$ cat src/design/trm_pkg.sv
// Shared types and constants of the tap rate meter.
// No dependencies; used by the top level and the divider.
package trm_pkg;

	typedef enum logic [1:0] {
		REQ_TAP  = 2'd0,
		REQ_POLL = 2'd1,
		REQ_ACK  = 2'd2
	} req_t;

	typedef enum logic [1:0] {
		CFG_WINDOW = 2'd0,
		CFG_ON     = 2'd1,
		CFG_OFF    = 2'd2,
		CFG_DECAY  = 2'd3
	} cfg_idx_t;

	localparam int unsigned CFG_IDX_W = 2;
	localparam int unsigned CFG_W     = 16;
	localparam int unsigned TIME_W    = 32;
	localparam int unsigned RATE_W    = 16;

	localparam int unsigned RATE_SCALE = 10000;
	localparam logic [31:0] RATE_MAX   = 32'd65535;

	localparam logic [15:0] WINDOW_RST = 16'd1000;
	localparam logic [15:0] ON_RST     = 16'd80;
	localparam logic [15:0] OFF_RST    = 16'd50;
	localparam logic [15:0] DECAY_RST  = 16'd1000;

	localparam logic [32:0] MS_FIRST = 33'd100;
	localparam logic [32:0] MS_1E2   = 33'd100;
	localparam logic [32:0] MS_1E3   = 33'd1000;
	localparam logic [32:0] MS_1E4   = 33'd10000;
	localparam logic [32:0] MS_1E5   = 33'd100000;
	localparam logic [32:0] MS_1E6   = 33'd1000000;

	// Next decimal milestone after n. The extra top bit lets the sequence
	// step past the 32-bit range so a saturated total never matches again.
	function automatic logic [32:0] ms_step(input logic [32:0] n);
		logic [32:0] step;
		if (n < MS_1E3) begin
			step = MS_1E2;
		end else if (n < MS_1E4) begin
			step = MS_1E3;
		end else if (n < MS_1E5) begin
			step = MS_1E4;
		end else if (n < MS_1E6) begin
			step = MS_1E5;
		end else begin
			step = MS_1E6;
		end
		return n + step;
	endfunction

endpackage

$ cat src/design/trm_div.sv
// Bit-serial restoring divider, one quotient bit per cycle.
// Depends on trm_pkg for the time width.
module trm_div #(
	parameter int unsigned DIV_W = 20
) (
	input  logic                         clk,
	input  logic                         arst_n,
	input  logic                         start,
	input  logic [DIV_W-1:0]             dividend,
	input  logic [trm_pkg::TIME_W-1:0]   divisor,
	output logic                         done,
	output logic [DIV_W-1:0]             quotient
);

	localparam int unsigned CNT_W = (DIV_W > 1) ? $clog2(DIV_W) : 1;

	logic                         busy_q;
	logic                         done_q;
	logic [CNT_W-1:0]             cnt_q;
	logic [trm_pkg::TIME_W-1:0]   rem_q;
	logic [trm_pkg::TIME_W-1:0]   div_q;
	logic [DIV_W-1:0]             quo_q;
	logic [trm_pkg::TIME_W:0]     trial;
	logic [trm_pkg::TIME_W:0]     diff;
	logic                         ge;
	logic                         last_bit;

	assign trial    = {rem_q, quo_q[DIV_W-1]};
	assign ge       = trial >= {1'b0, div_q};
	assign diff     = trial - {1'b0, div_q};
	assign last_bit = busy_q && !start && (cnt_q == CNT_W'(DIV_W - 1));

	always_ff @(posedge clk or negedge arst_n) begin
		if (!arst_n) begin
			busy_q <= 1'b0;
			done_q <= 1'b0;
			cnt_q  <= '0;
		end else begin
			done_q <= last_bit;
			if (start) begin
				busy_q <= 1'b1;
				cnt_q  <= '0;
			end else if (busy_q) begin
				if (cnt_q == CNT_W'(DIV_W - 1)) begin
					busy_q <= 1'b0;
				end else begin
					cnt_q <= cnt_q + CNT_W'(1);
				end
			end
		end
	end

	// The remainder always stays below the divisor, so its top bit drops.
	always_ff @(posedge clk) begin
		if (start) begin
			rem_q <= '0;
			div_q <= divisor;
			quo_q <= dividend;
		end else if (busy_q) begin
			rem_q <= ge ? diff[trm_pkg::TIME_W-1:0] : trial[trm_pkg::TIME_W-1:0];
			quo_q <= {quo_q[DIV_W-2:0], ge};
		end
	end

	assign done     = done_q;
	assign quotient = quo_q;

endmodule

$ cat src/design/tap_rate_meter_with_hysteresis_top.sv
// Tap rate meter with hysteresis flag and decimal milestones.
// Depends on trm_pkg and instantiates the trm_div divider.
//
// Usage: items arrive on the in_valid/in_ready channel, one beat per item,
// and each item yields exactly one result beat on out_valid/out_ready.
// Configuration registers are written through cfg_we/cfg_index/cfg_data
// while the block is idle; a write takes effect at the same clock edge.
//
// A tap, or a poll that recomputes the rate, passes dispatch, scans the
// history ring one entry per cycle, drains the last read, prepares and runs
// a one-bit-per-cycle divider, updates the flag and loads the result.
// With fewer than two taps in the window the divider is skipped. A poll that
// does not recompute, or an acknowledge, goes from dispatch through the flag
// update to the output; an unused code goes from dispatch to the output.
// The block holds one item at a time: in_ready is high only when idle, from
// the cycle after the result loads; no new item is taken before then.
// The finished result sits in an output register, so the next item is taken
// while the receiver stalls; that item then waits before its result loads.
// Reset clears all counters, the rate, the flag, the milestone and the
// valid bits of the history memory, and restores the register defaults.
module tap_rate_meter_with_hysteresis_top #(
	parameter int unsigned HISTORY_DEPTH    = 16,
	parameter int unsigned POLL_INTERVAL_MS = 100
) (
	input  logic                             clk,
	input  logic                             arst_n,
	input  logic                             in_valid,
	output logic                             in_ready,
	input  logic [1:0]                       req_type,
	input  logic                             is_left,
	input  logic [31:0]                      now_ms,
	output logic                             out_valid,
	input  logic                             out_ready,
	output logic [15:0]                      rate_x10,
	output logic                             fast_flag,
	output logic [31:0]                      total_count,
	output logic [31:0]                      left_count,
	output logic [31:0]                      right_count,
	output logic [31:0]                      milestone_value,
	output logic                             milestone_new,
	input  logic                             cfg_we,
	input  logic [trm_pkg::CFG_IDX_W-1:0]    cfg_index,
	input  logic [trm_pkg::CFG_W-1:0]        cfg_data
);

	localparam int unsigned AW    = (HISTORY_DEPTH > 1) ? $clog2(HISTORY_DEPTH) : 1;
	localparam int unsigned CW    = $clog2(HISTORY_DEPTH + 1);
	localparam int unsigned DIV_W = $clog2((HISTORY_DEPTH - 1) * trm_pkg::RATE_SCALE + 1);

	typedef enum logic [2:0] {
		S_IDLE,
		S_DISPATCH,
		S_SCAN,
		S_DRAIN,
		S_PREP,
		S_DIV,
		S_FLAG,
		S_OUT
	} state_t;

	state_t                state_q;
	trm_pkg::req_t         req_q;
	logic                  left_q;
	logic [31:0]           now_q;

	logic [15:0]           cfg_window_q;
	logic [15:0]           cfg_on_q;
	logic [15:0]           cfg_off_q;
	logic [15:0]           cfg_decay_q;

	logic [31:0]           mem [HISTORY_DEPTH];
	logic [HISTORY_DEPTH-1:0] vld_q;
	logic [AW-1:0]         wr_slot_q;
	logic [AW-1:0]         scan_idx_q;
	logic                  rd_en_s1;
	logic                  rd_vld_s1;
	logic [31:0]           rd_data_s1;
	logic [CW-1:0]         scan_cnt_q;
	logic [31:0]           oldest_q;

	logic [15:0]           rate_q;
	logic                  fast_q;
	logic [31:0]           last_high_q;
	logic [31:0]           last_poll_q;
	logic [31:0]           total_q;
	logic [31:0]           left_cnt_q;
	logic [31:0]           right_cnt_q;
	logic [31:0]           pending_q;
	logic [32:0]           next_ms_q;
	logic                  fresh_q;

	logic                  div_start_q;
	logic [DIV_W-1:0]      dividend_q;
	logic [31:0]           span_q;
	logic                  div_done;
	logic [DIV_W-1:0]      div_quo;
	logic [31:0]           quo_ext;

	logic                  out_valid_q;
	logic [15:0]           out_rate_q;
	logic                  out_fast_q;
	logic [31:0]           out_total_q;
	logic [31:0]           out_left_q;
	logic [31:0]           out_right_q;
	logic [31:0]           out_pending_q;
	logic                  out_fresh_q;

	logic [31:0]           total_inc;
	logic [31:0]           scan_t;
	logic                  scan_hit;
	logic                  mem_we;
	logic                  span_ok;
	logic                  out_load;

	assign total_inc = (total_q == '1) ? total_q : total_q + 32'd1;
	assign scan_t    = rd_vld_s1 ? rd_data_s1 : 32'd0;
	assign scan_hit  = (scan_t != 32'd0) && ((now_q - scan_t) <= 32'(cfg_window_q));
	assign mem_we    = (state_q == S_DISPATCH) && (req_q == trm_pkg::REQ_TAP);
	assign quo_ext   = 32'(div_quo);
	assign span_ok   = (scan_cnt_q >= CW'(2)) && (oldest_q < now_q);
	assign out_load  = (state_q == S_OUT) && (!out_valid_q || out_ready);

	trm_div #(
		.DIV_W(DIV_W)
	) u_div (
		.clk      (clk),
		.arst_n   (arst_n),
		.start    (div_start_q),
		.dividend (dividend_q),
		.divisor  (span_q),
		.done     (div_done),
		.quotient (div_quo)
	);

	// History memory; an entry without its valid bit reads as empty.
	always_ff @(posedge clk) begin
		if (mem_we) begin
			mem[wr_slot_q] <= now_q;
		end
		rd_data_s1 <= mem[scan_idx_q];
	end

	always_ff @(posedge clk or negedge arst_n) begin
		if (!arst_n) begin
			cfg_window_q <= trm_pkg::WINDOW_RST;
			cfg_on_q     <= trm_pkg::ON_RST;
			cfg_off_q    <= trm_pkg::OFF_RST;
			cfg_decay_q  <= trm_pkg::DECAY_RST;
		end else if (cfg_we) begin
			case (trm_pkg::cfg_idx_t'(cfg_index))
				trm_pkg::CFG_WINDOW: cfg_window_q <= cfg_data;
				trm_pkg::CFG_ON:     cfg_on_q     <= cfg_data;
				trm_pkg::CFG_OFF:    cfg_off_q    <= cfg_data;
				trm_pkg::CFG_DECAY:  cfg_decay_q  <= cfg_data;
				default: ;
			endcase
		end
	end

	always_ff @(posedge clk or negedge arst_n) begin
		if (!arst_n) begin
			state_q     <= S_IDLE;
			req_q       <= trm_pkg::REQ_TAP;
			left_q      <= 1'b0;
			now_q       <= '0;
			vld_q       <= '0;
			wr_slot_q   <= '0;
			scan_idx_q  <= '0;
			rd_en_s1    <= 1'b0;
			rd_vld_s1   <= 1'b0;
			scan_cnt_q  <= '0;
			oldest_q    <= '0;
			rate_q      <= '0;
			fast_q      <= 1'b0;
			last_high_q <= '0;
			last_poll_q <= '0;
			total_q     <= '0;
			left_cnt_q  <= '0;
			right_cnt_q <= '0;
			pending_q   <= '0;
			next_ms_q   <= trm_pkg::MS_FIRST;
			fresh_q     <= 1'b0;
			div_start_q <= 1'b0;
			dividend_q  <= '0;
			span_q      <= '0;
			out_valid_q <= 1'b0;
			out_rate_q    <= '0;
			out_fast_q    <= 1'b0;
			out_total_q   <= '0;
			out_left_q    <= '0;
			out_right_q   <= '0;
			out_pending_q <= '0;
			out_fresh_q   <= 1'b0;
		end else begin
			div_start_q <= (state_q == S_PREP) && span_ok;
			rd_en_s1    <= (state_q == S_SCAN);
			rd_vld_s1   <= vld_q[scan_idx_q];
			if (out_load) begin
				out_valid_q <= 1'b1;
			end else if (out_ready) begin
				out_valid_q <= 1'b0;
			end

			// One read result per cycle folds into the count and oldest stamp.
			if (rd_en_s1 && scan_hit) begin
				scan_cnt_q <= scan_cnt_q + CW'(1);
				if (scan_t < oldest_q) begin
					oldest_q <= scan_t;
				end
			end

			case (state_q)
				S_IDLE: begin
					if (in_valid) begin
						req_q   <= trm_pkg::req_t'(req_type);
						left_q  <= is_left;
						now_q   <= now_ms;
						state_q <= S_DISPATCH;
					end
				end
				S_DISPATCH: begin
					fresh_q    <= 1'b0;
					scan_idx_q <= '0;
					scan_cnt_q <= '0;
					oldest_q   <= now_q;
					case (req_q)
						trm_pkg::REQ_TAP: begin
							total_q <= total_inc;
							if (left_q) begin
								if (left_cnt_q != '1) left_cnt_q <= left_cnt_q + 32'd1;
							end else begin
								if (right_cnt_q != '1) right_cnt_q <= right_cnt_q + 32'd1;
							end
							vld_q[wr_slot_q] <= 1'b1;
							wr_slot_q <= (wr_slot_q == AW'(HISTORY_DEPTH - 1)) ?
								'0 : wr_slot_q + AW'(1);
							// The milestone sequence advances even when one is
							// already pending, so a skipped value is never revisited.
							if ({1'b0, total_inc} == next_ms_q) begin
								next_ms_q <= trm_pkg::ms_step(next_ms_q);
								if (pending_q == '0) begin
									pending_q <= total_inc;
									fresh_q   <= 1'b1;
								end
							end
							state_q <= S_SCAN;
						end
						trm_pkg::REQ_POLL: begin
							if ((now_q - last_poll_q) >= 32'(POLL_INTERVAL_MS)) begin
								last_poll_q <= now_q;
								state_q     <= S_SCAN;
							end else begin
								state_q <= S_FLAG;
							end
						end
						trm_pkg::REQ_ACK: begin
							pending_q <= '0;
							state_q   <= S_FLAG;
						end
						default: begin
							state_q <= S_OUT;
						end
					endcase
				end
				S_SCAN: begin
					if (scan_idx_q == AW'(HISTORY_DEPTH - 1)) begin
						state_q <= S_DRAIN;
					end else begin
						scan_idx_q <= scan_idx_q + AW'(1);
					end
				end
				S_DRAIN: begin
					state_q <= S_PREP;
				end
				S_PREP: begin
					if (span_ok) begin
						dividend_q  <= DIV_W'(32'(scan_cnt_q - CW'(1)) *
							32'(trm_pkg::RATE_SCALE));
						span_q      <= now_q - oldest_q;
						state_q     <= S_DIV;
					end else begin
						rate_q  <= '0;
						state_q <= S_FLAG;
					end
				end
				S_DIV: begin
					if (div_done) begin
						rate_q  <= (quo_ext > trm_pkg::RATE_MAX) ?
							trm_pkg::RATE_MAX[15:0] : quo_ext[15:0];
						state_q <= S_FLAG;
					end
				end
				S_FLAG: begin
					if (rate_q >= cfg_on_q) begin
						last_high_q <= now_q;
						fast_q      <= 1'b1;
					end else if (fast_q && (rate_q < cfg_off_q) &&
							((now_q - last_high_q) >= 32'(cfg_decay_q))) begin
						fast_q <= 1'b0;
					end
					state_q <= S_OUT;
				end
				S_OUT: begin
					if (out_load) begin
						out_rate_q    <= rate_q;
						out_fast_q    <= fast_q;
						out_total_q   <= total_q;
						out_left_q    <= left_cnt_q;
						out_right_q   <= right_cnt_q;
						out_pending_q <= pending_q;
						out_fresh_q   <= fresh_q;
						state_q       <= S_IDLE;
					end
				end
				default: begin
					state_q <= S_IDLE;
				end
			endcase
		end
	end

	assign in_ready        = (state_q == S_IDLE);
	assign out_valid       = out_valid_q;
	assign rate_x10        = out_rate_q;
	assign fast_flag       = out_fast_q;
	assign total_count     = out_total_q;
	assign left_count      = out_left_q;
	assign right_count     = out_right_q;
	assign milestone_value = out_pending_q;
	assign milestone_new   = out_fresh_q;

endmodule

$ cat config.mk
export PLATFORM = sky130hd
export DESIGN_NAME = tap_rate_meter_with_hysteresis_top
export DESIGN_NICKNAME = d
export VERILOG_FILES = /design/src/design/trm_pkg.sv /design/src/design/trm_div.sv /design/src/design/tap_rate_meter_with_hysteresis_top.sv
export SDC_FILE = /design/constraint.sdc
export NUM_CORES = 2
export LEC_CHECK = 0
export ABC_AREA = 1
export BUFFER_PORTS_ARGS = -buffer_cell sky130_fd_sc_hd__buf_2
export CAP_MARGIN = 5
export CORE_AREA = 4 4 521 368
export CTS_BUF_LIST = sky130_fd_sc_hd__clkbuf_4 sky130_fd_sc_hd__clkbuf_8
export DETAILED_ROUTE_END_ITERATION = 6
export DIE_AREA = 0 0 525 372
export HOLD_SLACK_MARGIN = 0.06
export PLACE_DENSITY = 0.58
export SLEW_MARGIN = 20
export SYNTH_ARGS = -nofsm -noshare
export SYNTH_HDL_FRONTEND = slang
export SYNTH_HIERARCHICAL = 1
export SYNTH_SLANG_ARGS = --single-unit
export TNS_END_PERCENT = 50
$ cat constraint.sdc
create_clock -name clk -period 5.2 [get_ports clk]
set_clock_uncertainty 0.2 [all_clocks]
set_input_delay 0.52 -clock clk [delete_from_list [all_inputs] [get_ports clk]]
set_output_delay 0.52 -clock clk [all_outputs]
set_load 0.005 [all_outputs]
==> summary.md <==
| Metric | Value |
|---|---|
| Status | completed |
| Most flops, register | mem |
| Die area | between 0.15 and 0.2 sq mm |
| Fin. Hold Viols | 0 |
| Initial DRT Pass Iterations | 6 |
| Clk sinks | around 1.2k |
| Row count | around 130 |
| Yosys warning count | 6 |
| Crit path arrival time | ~5300 ps |
| Worst Tran Pin Value | around 1200 ps |
| WL met2 | between 80 and 90 mm |
| First-pass GRT wire length | 334 mm |
| Initial antenna violation count | 23 |
| Height of the die | between 300 and 400 um |
| Share of the synthesized area in the top cell type | between 20 and 30% |
| Gr ovfl total | 0 |
| Period utilization | between 90% and 100% |
| EDFF count, synth | between 500 and 600 |
| Worst Hold Class | input port to flop |
| Area leader, netlist | edfxtp_1 |
| H-tree depth | 4 |
| Avg Cell Area, Syn | about 8.7 sq um |
| Top Metal Used | met5 |
| Routed wire length | ~220 mm |
| Critical path class | flop to flop |
| Data required, critical path | 5700 ps |
| Worst Hold End | cfg_off_q[4] |
| Crit path max fanout | 5 |
| Ratio of cells with drive above 1 in the final layout | 10.8% |
| RSZ-0062 raised after global routing | false |
| Initial drt markers | ~6.1k |
| Final Setup Violations | 0 |
| Routed via count | roughly 55k |
| Flop-to-flop setup slack | approximately 380 ps |
| Maxcap violations | 0 |
| IO Count | around 210 |
| Crit. End Element | flop |
| Fin worst setup slack | about 380 ps |
| Mapped Area | about 0.065 sq mm |
| Num CTS Buffers | just under 200 |
| Reg2Reg Depth | 21 |
| Total track usage | around 22% |
| Worst skew pair latency | a little over 900 ps |
| Peak supply drop | slightly below 0.0004 V |
| Ys flop type | dfrtp_1 |
| Leakage power | about 33 nW |
| IO buf count | ~200 |
| Slew Viols, Final | 0 |
| DRC | 0 |
| Pwr per Cell Area | 514 mW/mm^2 |
| Post-synth ARST share | 49.2% |
| Core area | about 0.19 sq mm |
| NetSw | around 17 mW |
| Top post-synthesis cells by area | edfxtp_1 26%, dfrtp_1 23%, nand2_1 11%, ha_1 5.9%, o21ai_0 5.3% |
| Post-CTS Setup Bufs | 0 |
| RR Endpoint | dividend_q[17] |
| Final antenna-violating net count | 0 |
| Pre-CTS setup slack | 401 ps |
| Most frequent cell after synthesis | nand2_1 |
| Post-synth top cells | 1943 x nand2_1, 804 x inv_1, 693 x o21ai_0 |
| Max FFs per register | roughly 500 |
| Met1 WL | around 110 mm |
| Gate power share | between 40% and 50% |
| Clock Pin Slew Worst Setup and Hold Paths | roughly 60 ps |
| Drt wl/cell | roughly 21 um |
| Int Power | approximately 22 mW |
| Starting density of the core | 34.8% |
| Largest net degree at the start of global routing | about 150 |
| Worst slew margin | about a quarter |
| Crit start category | flop |
| CTS tree | done |
| Sw frac | ~44% |
| Setup_tns | 0 ps |
| Met3 wire length | about 23 mm |
| Gpl congestion | approximately 0.97 |
| Root Driver | clkbuf_8 |
| Flop pwr share | about 33% |
| Synth-to-Final Area Change | 14.4% |
| FF+latch count, synth | roughly 1.2k |
| Min cycle time layout | approximately 4800 ps |
| Die Width | 525 um |
| DP HPWL | 161 mm |
| Worst hold start | cfg_we |
| Syn Inst Count | between 7k and 8k |
| Longest Clk Path Bufs | 4 |
| Vias in the first global route | roughly 51k |
| FMAX | 0.207 GHz |
| Sequential area share after synthesis | around half |
| Hold Crit Depth | 3 |
| Clock power frac | 24.0% |
| Distinct cells, synth | 57 |
| Vias per inst | roughly 5.2 |
| Worst Hold Slack | 151 ps |
| Nets | ~8k |
| RR Startpoint | scan_cnt_q[1] |
[area by class of cell]
class	count	area (sq um)
Timing Repair Buffer	397	2820
Multi-Input combinational cell	5201	27700
Tap cell	2497	3120
Clock buffer	299	3700
Clock inverter	58	543
Inverter	807	3040
Fill cell	18700	113000
Sequential cell	1233	33400
Antenna cell	9	22.5
[logic make-up after synthesis]
logic type,count (synthesis),synth area share (%)
fa+ha+maj,325,6.45
compound gates,1350,11.3
flops,1233,51.3
mux,63,1.09
other cells,1,0.00577
buf+inv,1059,6.31
xor+xnor,209,2.82
simple gates,3250,20.7
[worst max-delay path, stage by stage (launching register included)]
cell     delay (ps)
dfrtp_1         390
inv_1           100
ha_1            220
nand2_1          80
xor2_1          180
inv_1           160
fa_1            490
ha_1            300
ha_1            290
ha_1            280
inv_1            50
fa_1            500
inv_1            50
ha_1            330
a21o_1          190
a21oi_1         200
nor2_1           60
o21ai_0         140
nand2_1          80
xor2_1          160
xnor2_1         130
o21ai_0          80
[layer usage]
metal  vias to the layer above  global-route usage [%]
met5                         -                       0
met4                         6                    4.48
met3                       279                    5.91
met2                      2241                    30.3
met1                     26600                    35.2
li1                      25800                       -
[cell usage in the layout, fill, tap and decap left out, types with 20 or more instances in the layout]
cell type / Yosys / final
ha_1: 308 / 308
clkbuf_8: 0 / 233
nor3_1: 92 / 92
nand4_1: 92 / 92
clkbuf_4: 0 / 66
dfstp_2: 20 / 20
inv_1: 804 / 801
nor2_4: 5 / 22
a21oi_1: 424 / 424
dfrtp_1: 587 / 582
xor2_1: 144 / 144
clkinv_2: 0 / 23
o22ai_1: 45 / 45
nand2_1: 1943 / 1938
xnor2_1: 65 / 65
buf_2: 25 / 204
nand3_1: 384 / 381
o221ai_1: 25 / 25
buf_4: 5 / 119
nor4_1: 37 / 37
dfxtp_1: 64 / 64
a221oi_1: 41 / 41
mux2_2: 63 / 63
dlygate4sd3_1: 0 / 58
edfxtp_1: 562 / 562
o21ai_0: 693 / 690
nand3b_1: 36 / 36
o21ai_1: 27 / 30
nor2_1: 608 / 588
[through the flow]
step	power [mW]	std cells	utilization, %	instance area, sq um
2_1_floorplan	22.5	7493	-	65000
3_3_place_gp	28.5	10100	37.2	69400
3_5_place_dp	28.7	10100	37.2	69400
4_1_cts	38.0	10500	39.8	74300
5_1_grt	40.5	10500	39.8	74300
6_report	38.2	10500	39.8	74300
[timing repair]
item                       in CTS  in global routing
hold buffers                   59                  0
resized for setup               0                  6
setup endpoints to repair       0                 38
hold endpoints to repair      418                  0
[how the worst max path moves through the flow]
| stage | endpoint | cells past startpoint | slack, ps | startpoint |
|---|---|---|---|---|
| after detailed placement | next_ms_q[16] | 18 | 400 | next_ms_q[24] |
| after global routing | next_ms_q[28] | 19 | 90 | next_ms_q[24] |
| after global placement | dividend_q[17] | 21 | 490 | scan_cnt_q[1] |
| after CTS | next_ms_q[31] | 19 | 320 | next_ms_q[24] |
| final | dividend_q[17] | 21 | 380 | scan_cnt_q[1] |
| after floorplan | dividend_q[17] | 21 | 560 | scan_cnt_q[0] |
[power groups by stage]
stage / Clock, mW / Sequential, mW / Combinational, mW
4_1_cts: 9.34 / 12.7 / 15.9
2_1_floorplan: 0 / 12.4 / 10.1
5_1_grt: 9.77 / 12.8 / 18.0
3_5_place_dp: 0 / 12.9 / 15.8
3_3_place_gp: 0 / 12.9 / 15.6
6_report: 9.15 / 12.8 / 16.3
(Power assumes the default switching activity.)
